File: src/jack_and_power_sense_qualifier_macros.svh
// Assertion macros for the jack and power sense qualifier.
`ifndef JACK_AND_POWER_SENSE_QUALIFIER_MACROS_SVH
`define JACK_AND_POWER_SENSE_QUALIFIER_MACROS_SVH

`ifndef SYNTHESIS

`define JPSQ_ASSERT_IMPL(lbl, clk, rst, ante, cons) \
  lbl: assert property (@(posedge clk) disable iff (rst) (ante) |-> (cons)) \
    else $error("jpsq assertion failed");

`define JPSQ_ASSERT_NEXT(lbl, clk, rst, ante, cons) \
  lbl: assert property (@(posedge clk) disable iff (rst) (ante) |=> (cons)) \
    else $error("jpsq assertion failed");

`else

`define JPSQ_ASSERT_IMPL(lbl, clk, rst, ante, cons)

`define JPSQ_ASSERT_NEXT(lbl, clk, rst, ante, cons)

`endif

`endif

File: src/jpsq_pkg.sv
// Shared types and constants for the jack and power sense qualifier.
`default_nettype none

package jpsq_pkg;

  localparam int CNT_W      = 8;
  localparam int ADC_W      = 12;
  localparam int CFG_IDX_W  = 3;
  localparam int CFG_DATA_W = 12;

  typedef logic [CNT_W-1:0] cnt_t;

  typedef enum logic [CFG_IDX_W-1:0] {
    REG_POLL_PERIOD   = 3'd0,
    REG_INSERT_CONFIRM = 3'd1,
    REG_LEVEL_THRESH  = 3'd2,
    REG_LEVEL_CONFIRM = 3'd3,
    REG_DC_THRESH     = 3'd4,
    REG_DC_CONFIRM    = 3'd5
  } reg_idx_t;

  localparam cnt_t POLL_PERIOD_RST = 8'd1;
  localparam cnt_t CONFIRM_RST     = 8'd3;
  localparam logic [ADC_W-1:0] THRESH_RST = 12'd2048;

endpackage

`default_nettype wire

File: src/jpsq_debounce.sv
// Counter debounce: counts consecutive differing readings up to a confirm count.
`default_nettype none

module jpsq_debounce (
  input  wire logic             clk,
  input  wire logic             rst,
  input  wire logic             en,
  input  wire logic             clr,
  input  wire logic             differs,
  input  wire jpsq_pkg::cnt_t   confirm,
  output logic                  accept
);

  jpsq_pkg::cnt_t count;
  jpsq_pkg::cnt_t count_next;
  jpsq_pkg::cnt_t inc;
  logic           hit;

  always_comb begin
    inc    = count + jpsq_pkg::cnt_t'(1);
    hit    = inc >= confirm;
    accept = en && !clr && differs && hit;
    count_next = count;
    if (en) begin
      if (clr || !differs || hit) begin
        count_next = '0;
      end else begin
        count_next = inc;
      end
    end
  end

  always_ff @(posedge clk) begin
    if (rst) begin
      count <= '0;
    end else begin
      count <= count_next;
    end
  end

endmodule

`default_nettype wire

File: src/jack_and_power_sense_qualifier.sv
// Top level: jack insertion, jack level and DC presence qualifier.
// One input beat is one poll tick; the block takes one beat per clock while out_ready
// does not stall it, and gives one result beat per input beat, through the input
// register, then the result register. The throughput is set by the status update loop,
// which closes through the status registers. Configuration writes are taken in any
// cycle (cfg_ready is always high) and must only be issued while idle.
// Thresholds and samples are compared in their low ADC_BITS bits (at most 12).
`default_nettype none

module jack_and_power_sense_qualifier #(
  parameter int ADC_BITS = 12
) (
  input  wire logic                                clk,
  input  wire logic                                rst,
  input  wire logic                                in_valid,
  output logic                                     in_ready,
  input  wire logic                                driver_ready,
  input  wire logic                                jack_pin,
  input  wire logic [jpsq_pkg::ADC_W-1:0]          jack_adc,
  input  wire logic [jpsq_pkg::ADC_W-1:0]          dc_adc,
  output logic                                     out_valid,
  input  wire logic                                out_ready,
  output logic                                     jack_inserted,
  output logic                                     jack_level_low,
  output logic                                     dc_present,
  output logic                                     insert_changed,
  output logic                                     level_changed,
  output logic                                     dc_changed,
  input  wire logic                                cfg_valid,
  output logic                                     cfg_ready,
  input  wire logic [jpsq_pkg::CFG_IDX_W-1:0]      cfg_index,
  input  wire logic [jpsq_pkg::CFG_DATA_W-1:0]     cfg_data
);

  `include "jack_and_power_sense_qualifier_macros.svh"

  localparam int CMP_W = (ADC_BITS < jpsq_pkg::ADC_W) ? ADC_BITS : jpsq_pkg::ADC_W;

  // configuration
  jpsq_pkg::cnt_t   poll_period;
  jpsq_pkg::cnt_t   insert_confirm;
  logic [CMP_W-1:0] level_thresh;
  jpsq_pkg::cnt_t   level_confirm;
  logic [CMP_W-1:0] dc_thresh;
  jpsq_pkg::cnt_t   dc_confirm;

  // input register
  logic                       in_vld;
  logic                       in_drdy;
  logic                       in_pin;
  logic [jpsq_pkg::ADC_W-1:0] in_jadc;
  logic [jpsq_pkg::ADC_W-1:0] in_dadc;

  // state
  jpsq_pkg::cnt_t poll_timer;
  logic           inserted_status;
  logic           level_status;
  logic           recheck_pending;
  logic           dc_status;

  logic           adv;
  logic           run;
  logic           sample;
  logic           ins_acc;
  logic           lvl_acc;
  logic           dc_acc;
  logic           ins_next;
  logic           recheck_mid;
  logic           lvl_low;
  logic           dc_on;
  logic           lvl_next;
  logic           recheck_next;
  logic           dc_next;
  jpsq_pkg::cnt_t poll_timer_next;

  assign cfg_ready = 1'b1;
  assign adv       = in_vld && (!out_valid || out_ready);
  assign in_ready  = !in_vld || adv;
  assign run       = adv && in_drdy;
  assign sample    = poll_timer <= jpsq_pkg::cnt_t'(1);

  always_ff @(posedge clk) begin
    if (rst) begin
      poll_period    <= jpsq_pkg::POLL_PERIOD_RST;
      insert_confirm <= jpsq_pkg::CONFIRM_RST;
      level_thresh   <= jpsq_pkg::THRESH_RST[CMP_W-1:0];
      level_confirm  <= jpsq_pkg::CONFIRM_RST;
      dc_thresh      <= jpsq_pkg::THRESH_RST[CMP_W-1:0];
      dc_confirm     <= jpsq_pkg::CONFIRM_RST;
    end else if (cfg_valid && cfg_ready) begin
      case (jpsq_pkg::reg_idx_t'(cfg_index))
        jpsq_pkg::REG_POLL_PERIOD:    poll_period    <= cfg_data[jpsq_pkg::CNT_W-1:0];
        jpsq_pkg::REG_INSERT_CONFIRM: insert_confirm <= cfg_data[jpsq_pkg::CNT_W-1:0];
        jpsq_pkg::REG_LEVEL_THRESH:   level_thresh   <= cfg_data[CMP_W-1:0];
        jpsq_pkg::REG_LEVEL_CONFIRM:  level_confirm  <= cfg_data[jpsq_pkg::CNT_W-1:0];
        jpsq_pkg::REG_DC_THRESH:      dc_thresh      <= cfg_data[CMP_W-1:0];
        jpsq_pkg::REG_DC_CONFIRM:     dc_confirm     <= cfg_data[jpsq_pkg::CNT_W-1:0];
        default: ;
      endcase
    end
  end

  always_ff @(posedge clk) begin
    if (rst) begin
      in_vld <= 1'b0;
    end else if (in_ready) begin
      in_vld <= in_valid;
    end
  end

  always_ff @(posedge clk) begin
    if (in_valid && in_ready) begin
      in_drdy <= driver_ready;
      in_pin  <= jack_pin;
      in_jadc <= jack_adc;
      in_dadc <= dc_adc;
    end
  end

  jpsq_debounce u_insert (
    .clk     (clk),
    .rst     (rst),
    .en      (run && sample),
    .clr     (1'b0),
    .differs (in_pin != inserted_status),
    .confirm (insert_confirm),
    .accept  (ins_acc)
  );

  jpsq_debounce u_level (
    .clk     (clk),
    .rst     (rst),
    .en      (run),
    .clr     (!ins_next),
    .differs ((lvl_low != level_status) || recheck_mid),
    .confirm (level_confirm),
    .accept  (lvl_acc)
  );

  jpsq_debounce u_dc (
    .clk     (clk),
    .rst     (rst),
    .en      (run),
    .clr     (1'b0),
    .differs (dc_on != dc_status),
    .confirm (dc_confirm),
    .accept  (dc_acc)
  );

  always_comb begin
    lvl_low     = in_jadc[CMP_W-1:0] <= level_thresh;
    dc_on       = in_dadc[CMP_W-1:0] > dc_thresh;
    ins_next    = ins_acc ? in_pin : inserted_status;
    recheck_mid = ins_acc ? in_pin : recheck_pending;

    lvl_next     = level_status;
    recheck_next = recheck_mid;
    if (run) begin
      if (!ins_next) begin
        lvl_next = 1'b0;
      end else if (lvl_acc) begin
        lvl_next     = lvl_low;
        recheck_next = 1'b0;
      end
    end
    dc_next = dc_acc ? dc_on : dc_status;

    poll_timer_next = poll_timer;
    if (run) begin
      if (sample) begin
        poll_timer_next = poll_period;
      end else begin
        poll_timer_next = poll_timer - jpsq_pkg::cnt_t'(1);
      end
    end
  end

  always_ff @(posedge clk) begin
    if (rst) begin
      poll_timer      <= '0;
      inserted_status <= 1'b0;
      level_status    <= 1'b0;
      recheck_pending <= 1'b0;
      dc_status       <= 1'b1;
      out_valid       <= 1'b0;
    end else begin
      poll_timer      <= poll_timer_next;
      inserted_status <= ins_next;
      level_status    <= lvl_next;
      recheck_pending <= recheck_next;
      dc_status       <= dc_next;
      if (adv) begin
        out_valid <= 1'b1;
      end else if (out_ready) begin
        out_valid <= 1'b0;
      end
    end
  end

  always_ff @(posedge clk) begin
    if (adv) begin
      jack_inserted  <= ins_next;
      jack_level_low <= lvl_next;
      dc_present     <= dc_next;
      insert_changed <= ins_acc;
      level_changed  <= lvl_acc;
      dc_changed     <= dc_acc;
    end
  end

  `JPSQ_ASSERT_IMPL(a_lvl_chg_needs_jack, clk, rst, out_valid && level_changed, jack_inserted)
  `JPSQ_ASSERT_IMPL(a_removed_clears_lvl, clk, rst, out_valid && !jack_inserted, !jack_level_low)
  `JPSQ_ASSERT_NEXT(a_freeze_not_ready, clk, rst, !run, $stable(inserted_status) && $stable(level_status) && $stable(dc_status) && $stable(poll_timer))
  `JPSQ_ASSERT_IMPL(a_no_recheck_removed, clk, rst, !inserted_status && !rst, !recheck_pending)

endmodule

`default_nettype wire

File: config.mk
export PLATFORM = sky130hd
export DESIGN_NAME = jack_and_power_sense_qualifier
export DESIGN_NICKNAME = d
export VERILOG_FILES = /design/src/jpsq_pkg.sv /design/src/jpsq_debounce.sv /design/src/jack_and_power_sense_qualifier.sv
export VERILOG_INCLUDE_DIRS = /design/src /design/src/src
export SDC_FILE = /design/constraint.sdc
export NUM_CORES = 1
export LEC_CHECK = 0
export ABC_AREA = 1
export BUFFER_PORTS_ARGS = -buffer_cell sky130_fd_sc_hd__clkbuf_2
export CORE_ASPECT_RATIO = 1.25
export CORE_UTILIZATION = 35
export DETAILED_ROUTE_END_ITERATION = 7
export GPL_TIMING_DRIVEN = 0
export PLACE_DENSITY = 0.59
export SYNTH_ARGS = -nofsm -noshare
export SYNTH_HDL_FRONTEND = slang
export SYNTH_SLANG_ARGS = --single-unit
File: constraint.sdc
create_clock -name clk -period 2.96 [get_ports clk]
set_clock_uncertainty 0.1 [all_clocks]
set_input_delay 0.592 -clock clk [delete_from_list [all_inputs] [get_ports clk]]
set_output_delay 0.592 -clock clk [all_outputs]
set_load 0.02 [all_outputs]
==> results of run 1 <==
-- per-stage QoR --
step	TNS, ns	area (µm²)	total power (W)	std cells
5_1_grt	-0.1129	7397	0.004619	1041
4_1_cts	0	7343	0.004476	1039
3_3_place_gp	-0.01396	6720	0.002298	1007
6_report	0	7397	0.004441	1041
3_5_place_dp	-0.09021	6720	0.002302	1007
2_1_floorplan	0	6180	0.002162	734
-- cells in the mapped netlist, types with 2 or more instances --
cell type,number
clkbuf_1,21
nand3_2,2
dfxtp_1,94
a211oi_1,2
nand2_1,107
a21oi_1,92
nand2_2,4
inv_2,7
nand4_1,23
inv_1,113
o21a_1,2
ha_1,53
nor3_1,2
o221ai_1,3
o21ai_1,4
nand3_1,28
nand3b_1,8
edfxtp_1,32
o211ai_1,7
nor2_1,33
nor2_8,2
xor2_1,15
xnor2_1,5
nand2_4,2
o21ai_0,59
nor2_2,2
-- cell type report --
type | count | area share, %
plain buffers | 23 | 1.235
clock buffers | 22 | 6.546
clock inverters | 10 | 1.827
inverters | 121 | 6.157
multi-input cells | 463 | 37.96
flip-flops and latches | 126 | 38.50
well taps | 220 | 3.721
repair buffers | 56 | 4.060
-- layer usage --
metal	vias up	track usage, %
li1	2599	-
met1	2229	20.28
met2	108	27.51
met3	20	4.129
met4	0	8.704
met5	-	0
-- cell families (layout without fill, tap and decap cells) --
logic type	after synthesis	after routing
simple gates	217	217
other cells	1	1
flops	126	126
xor+xnor	20	20
fa+ha+maj	53	53
compound gates	172	172
buf+inv	145	232
-- sequential cells by signal, indices dropped and copies added (netlist names), 8 cells and up --
register and cells:
in_jadc 12, insert_confirm 8, u_dc.count 8, u_level.count 8, poll_period 8, u_insert.count 8, dc_confirm 8, level_thresh 12
dc_thresh 12, poll_timer 8, level_confirm 8, in_dadc 12
-- final timing paths --
check / end / slack, ns / cells after the start
max reg2reg: jack_level_low / 0.19 / 18
min reg2reg: dc_confirm[7] / 0.36 / 2
min: in_jadc[2] / 0.24 / 1
max: jack_level_low / 0.19 / 18
-- worst max-delay path, delay by kind of cell, from the launching register on --
family / cells / cell delay (ns)
flops: 1 / 0.38
simple gates: 13 / 1.32
buf+inv: 2 / 0.08
fa+ha+maj: 1 / 0.31
xor+xnor: 1 / 0.17
compound gates: 1 / 0.17
-- power breakdown --
part	leakage, nW	switching (W)	internal (W)	total [W]
clock network	0.296	0.000761	0.00141	0.00217
registers	1.07	0.0000240	0.00183	0.00185
logic	1.88	0.000276	0.000143	0.000419
-- timing repair --
action	CTS	global route
resized for setup	2	6
endpoints found under the setup margin	2	17
buffers inserted	0	3
pin swaps	0	4
==> results.ini, run 1 <==
[power]
p_leak_nw=3.251
ir_drop_uv=427.1
powerDensity_nw_per_um2=600.3

[detailed_routing]
met3WireLength_um=585
maxUsedRoutingLayer=met4
first_iter_violations=219
wl_per_cell_um=13.38
routed_wl_mm=13.93
viasPerCell=4.761
first_pass_iters=4
wl_met2_mm=6.583
vias=4956
wl_met1_mm=6.462
antenna_left=0
drc=0

[synthesis]
synthMuxAreaShare_pct=0
synth_simple_gate_area_share_pct=16.72
async_flop_share_pct=0
synth-seq-cells=126
syn_area_per_cell_um2=8.419
synth_adder_area_share_pct=10.73
synth_compound_area_share_pct=14.74
synth_area_leaders=dfxtp_1 30%, edfxtp_1 16%, ha_1 11%, a21oi_1 7.5%, inv_1 6.9%
synth_area_um2=6180
ys_warn_count=0
synth-seq-area-share_pct=46.00
synth_nets=833
synth-edff-count=32
yosysTopAreaCell=dfxtp_1
ys.flop_type=dfxtp_1
synthDistinctLibCells=38
synth_top_family_by_area=simple AND/OR/NAND/NOR gates
synth_top_area_share_pct=30.45
synth_cells=734
synth_xor_area_share_pct=2.835

[clocking]
cts_tree=built
clock_sinks=126
htree_levels=4
clk_pin_slew_worst_paths_ns=0.06
cts_root_buf=clkbuf_16
cts_made_buffers=17
cts_buffer_depth=2
ctsHoldBuffers=0
clock_latency_ns=0.42

[worst_setup_path]
crit_path_top_delay_cell=dfxtp_4
crit_required_ns=3.03
crit_type=reg -> reg
path_cells=nand3_1, nand3b_1, nand3b_1, xnor2_2, ha_1, nand2_1, inv_1, nor2_1, o21a_1, nand2_4, nand2_2, nand2_1, nand2_2, inv_2, nand2_4, nand2_2, nand2_1, nand3_2
rr_startpoint=u_insert.count[0]
critPathMaxStageDelay_ns=0.38
end_kind=register
crit_path_start_kind=register
worst-path-max-fanout=6
critical_path_arrival_ns=2.84
startpoint=u_insert.count[0]

[die]
fp.dieH_um=150.6
fp.dieW_um=120.9
die-area_um2=18200
coreArea_um2=17040
io_pins=55
initial_core_util_pct=36.26
rows=53

[sta]
period_minus_slack_ns=2.767
finalWorstSetupSlack_ns=0.1926
rsz0062_at_grt=true
drv_slew=0
max-slew-margin-rel_pct=26.61
finalHoldViolCount=0
worstMarginPinSlew_ns=1.100
fmax_mhz=361.4
finalSetupViolations=0
hold_slack_ns=0.2368
period_share_pct=93.49

[final_layout]
nets=907
multiInputGateArea_um2=2808
fin_util_pct=43.40
seq_area_um2=2848
final_common_cell=inv_1
layout-drive-gt1-share_pct=14.13
antennaDiodeCount=0
final_cell_mix=113 x inv_1, 105 x nand2_1, 92 x dfxtp_1
fillerInstances=1674
syn_to_final_growth_pct=19.70

[worst_hold_path]
hold_start=jack_adc[2]
hold_path_class=in -> reg

[job]
cap_violations=0

[global_route]
grt_max_degree=27
grtUsageTotal_pct=16.78
grt_pass1_vias=4913
antenna_found_initial=0
grt_overflow=0
grt_pass1_wl_mm=23.27

[run_status]
outcome=completed

[place]
dp_hpwl_mm=10.16
io_buffers=53
gp_congestion=0.8067
pre_cts_ws_ns=-0.07313

No activity file was read; power rests on OpenSTA's default activity.
==> run 2, diff against run 1 <==
--- a/config.mk
+++ b/config.mk
@@ -8,7 +8,9 @@
 export LEC_CHECK = 0
 export ABC_AREA = 1
 export BUFFER_PORTS_ARGS = -buffer_cell sky130_fd_sc_hd__clkbuf_2
+export CAP_MARGIN = 30
 export CORE_ASPECT_RATIO = 1.25
+export CORE_MARGIN = 2
 export CORE_UTILIZATION = 35
 export DETAILED_ROUTE_END_ITERATION = 7
 export GPL_TIMING_DRIVEN = 0
==> results.ini, run 2 (synthesis gave the netlist of run 1 again) <==
[run_status]
outcome=completed

[sta]
fmax_mhz=365.5
period_minus_slack_ns=2.736
finalHoldViolCount=0
worstMarginPinSlew_ns=0.6304
max-slew-margin-rel_pct=57.97
drv_slew=0
finalSetupViolations=0
tns_ns=0
hold_slack_ns=0.2460
period_share_pct=92.42
rsz0062_at_grt=true

[global_route]
grt_pass1_vias=4695
grt_pass1_wl_mm=23.22
grt_overflow=0
grt_max_degree=25
antenna_found_initial=0
grtUsageTotal_pct=15.96

[final_layout]
nets=907
fin_util_pct=42.65
multiInputGateArea_um2=2813
seq_area_um2=2848
final_common_cell=inv_1
antennaDiodeCount=0
layout-drive-gt1-share_pct=14.13
syn_to_final_growth_pct=19.84
final_cell_mix=113 x inv_1, 106 x nand2_1, 92 x a21oi_1, 92 x dfxtp_1, 59 x o21ai_0
fillerInstances=1743

[power]
p_leak_nw=3.256
power.switching_w=0.001080
seqPwrFrac_pct=41.9
finalPower_w=0.004425
power.internal_w=0.003345
netSwitchingFraction_pct=24.41
comb_power_share_pct=9.5
powerDensity_nw_per_um2=597.5
p_clk_share_pct=48.7
ir_drop_uv=436.3

[worst_setup_path]
startpoint=u_insert.count[0]
critical_path_arrival_ns=2.80
crit_required_ns=3.02
end_kind=register
worst-path-max-fanout=6
critPathTopFamily=simple AND/OR/NAND/NOR gates
r2r_end=jack_level_low
crit_path_top_delay_cell=dfxtp_4
critPathMaxStageDelay_ns=0.38
regToRegSetupSlack_ns=0.22
crit_path_start_kind=register
rr_startpoint=u_insert.count[0]
critPathBufInv=2
crit_type=reg -> reg
cp.depth=18
r2r_cells=18
path_cells=nand3_2, nand3b_1, nand3b_1, xnor2_2, ha_1, nand2_1, inv_1, nor2_1, o21a_1, nand2_4, nand2_2, nand2_1, nand2_1, inv_2, nand2_4, nand2_2, nand2_1, nand3_2
cp-endpoint=jack_level_low
worst_path_most_repeated_cell=nand2_1

[detailed_routing]
wl_met1_mm=6.207
viasPerCell=4.783
wl_met2_mm=6.978
wl_per_cell_um=13.41
vias=4998
first_pass_iters=5
maxUsedRoutingLayer=met4
drc=0
antenna_left=0
routed_wl_mm=14.02
met3WireLength_um=658
first_iter_violations=227

[clocking]
clk_pin_slew_worst_paths_ns=0.06
clock_sinks=126
clock_latency_ns=0.42
htree_levels=4
ctsHoldBuffers=0
cts_buffer_depth=2
cts_root_buf=clkbuf_16
cts_tree=built
cts_made_buffers=17

[place]
dp_hpwl_mm=10.39
io_buffers=53
gp_congestion=0.8371

[die]
fp.dieH_um=152.6
rows=54
die-area_um2=18740
coreArea_um2=17360
io_pins=55
fp.dieW_um=122.9
initial_core_util_pct=35.59

[job]
cap_violations=0

[worst_hold_path]
hold_path_class=in -> reg
holdPathStages=1
hold_start=jack_adc[8]

==> run 2: final cells by class <==
| cell class | count | area share, % |
|---|---|---|
| Tap cell | 224 | 3.784 |
| Sequential cell | 126 | 38.45 |
| Clock inverter | 13 | 2.213 |
| Buffer | 23 | 1.233 |
| Inverter | 121 | 6.150 |
| Timing Repair Buffer | 56 | 4.055 |
| Multi-Input combinational cell | 463 | 37.98 |
| Clock buffer | 19 | 6.133 |
==> run 2: power groups by stage <==
stage | logic, W | clock network (W) | registers, W
2_1_floorplan | 0.000273 | 0 | 0.00189
3_3_place_gp | 0.000408 | 0 | 0.00189
3_5_place_dp | 0.000416 | 0 | 0.00189
4_1_cts | 0.000420 | 0.00220 | 0.00185
5_1_grt | 0.000480 | 0.00228 | 0.00186
6_report | 0.000419 | 0.00215 | 0.00185
==> run 2: worst min-delay path by stage <==
stage / slack [ns] / endpoint
6_report: 0.25 / in_jadc[8]
4_1_cts: 0.23 / in_jadc[11]
3_3_place_gp: 0.35 / poll_period[2]
3_5_place_dp: 0.35 / poll_period[2]
5_1_grt: 0.23 / in_jadc[11]
2_1_floorplan: 0.32 / poll_period[2]
==> run 2: per-stage QoR <==
| step | instance area (µm²) | worst slack, ns | std cells |
|---|---|---|---|
| floorplan | 6180 | 0.4295 | 734 |
| global placement | 6725 | 0.006533 | 1011 |
| detailed placement | 6745 | -0.005112 | 1012 |
| CTS | 7365 | 0.04998 | 1044 |
| global route | 7406 | -0.01306 | 1045 |
| finish | 7406 | 0.2243 | 1045 |
==> run 2: metal layers <==
layer | track usage (%) | vias to the layer above
met5 | 0 | -
met4 | 6.459 | 0
met3 | 3.219 | 13
met2 | 26.52 | 102
met1 | 19.97 | 2284
li1 | - | 2599
==> run 2: timing repair <==
item,CTS,global route
setup endpoints to repair,1,23
resized for setup,1,7
buffers inserted,0,2
pin swaps,0,5
gates cloned,0,0
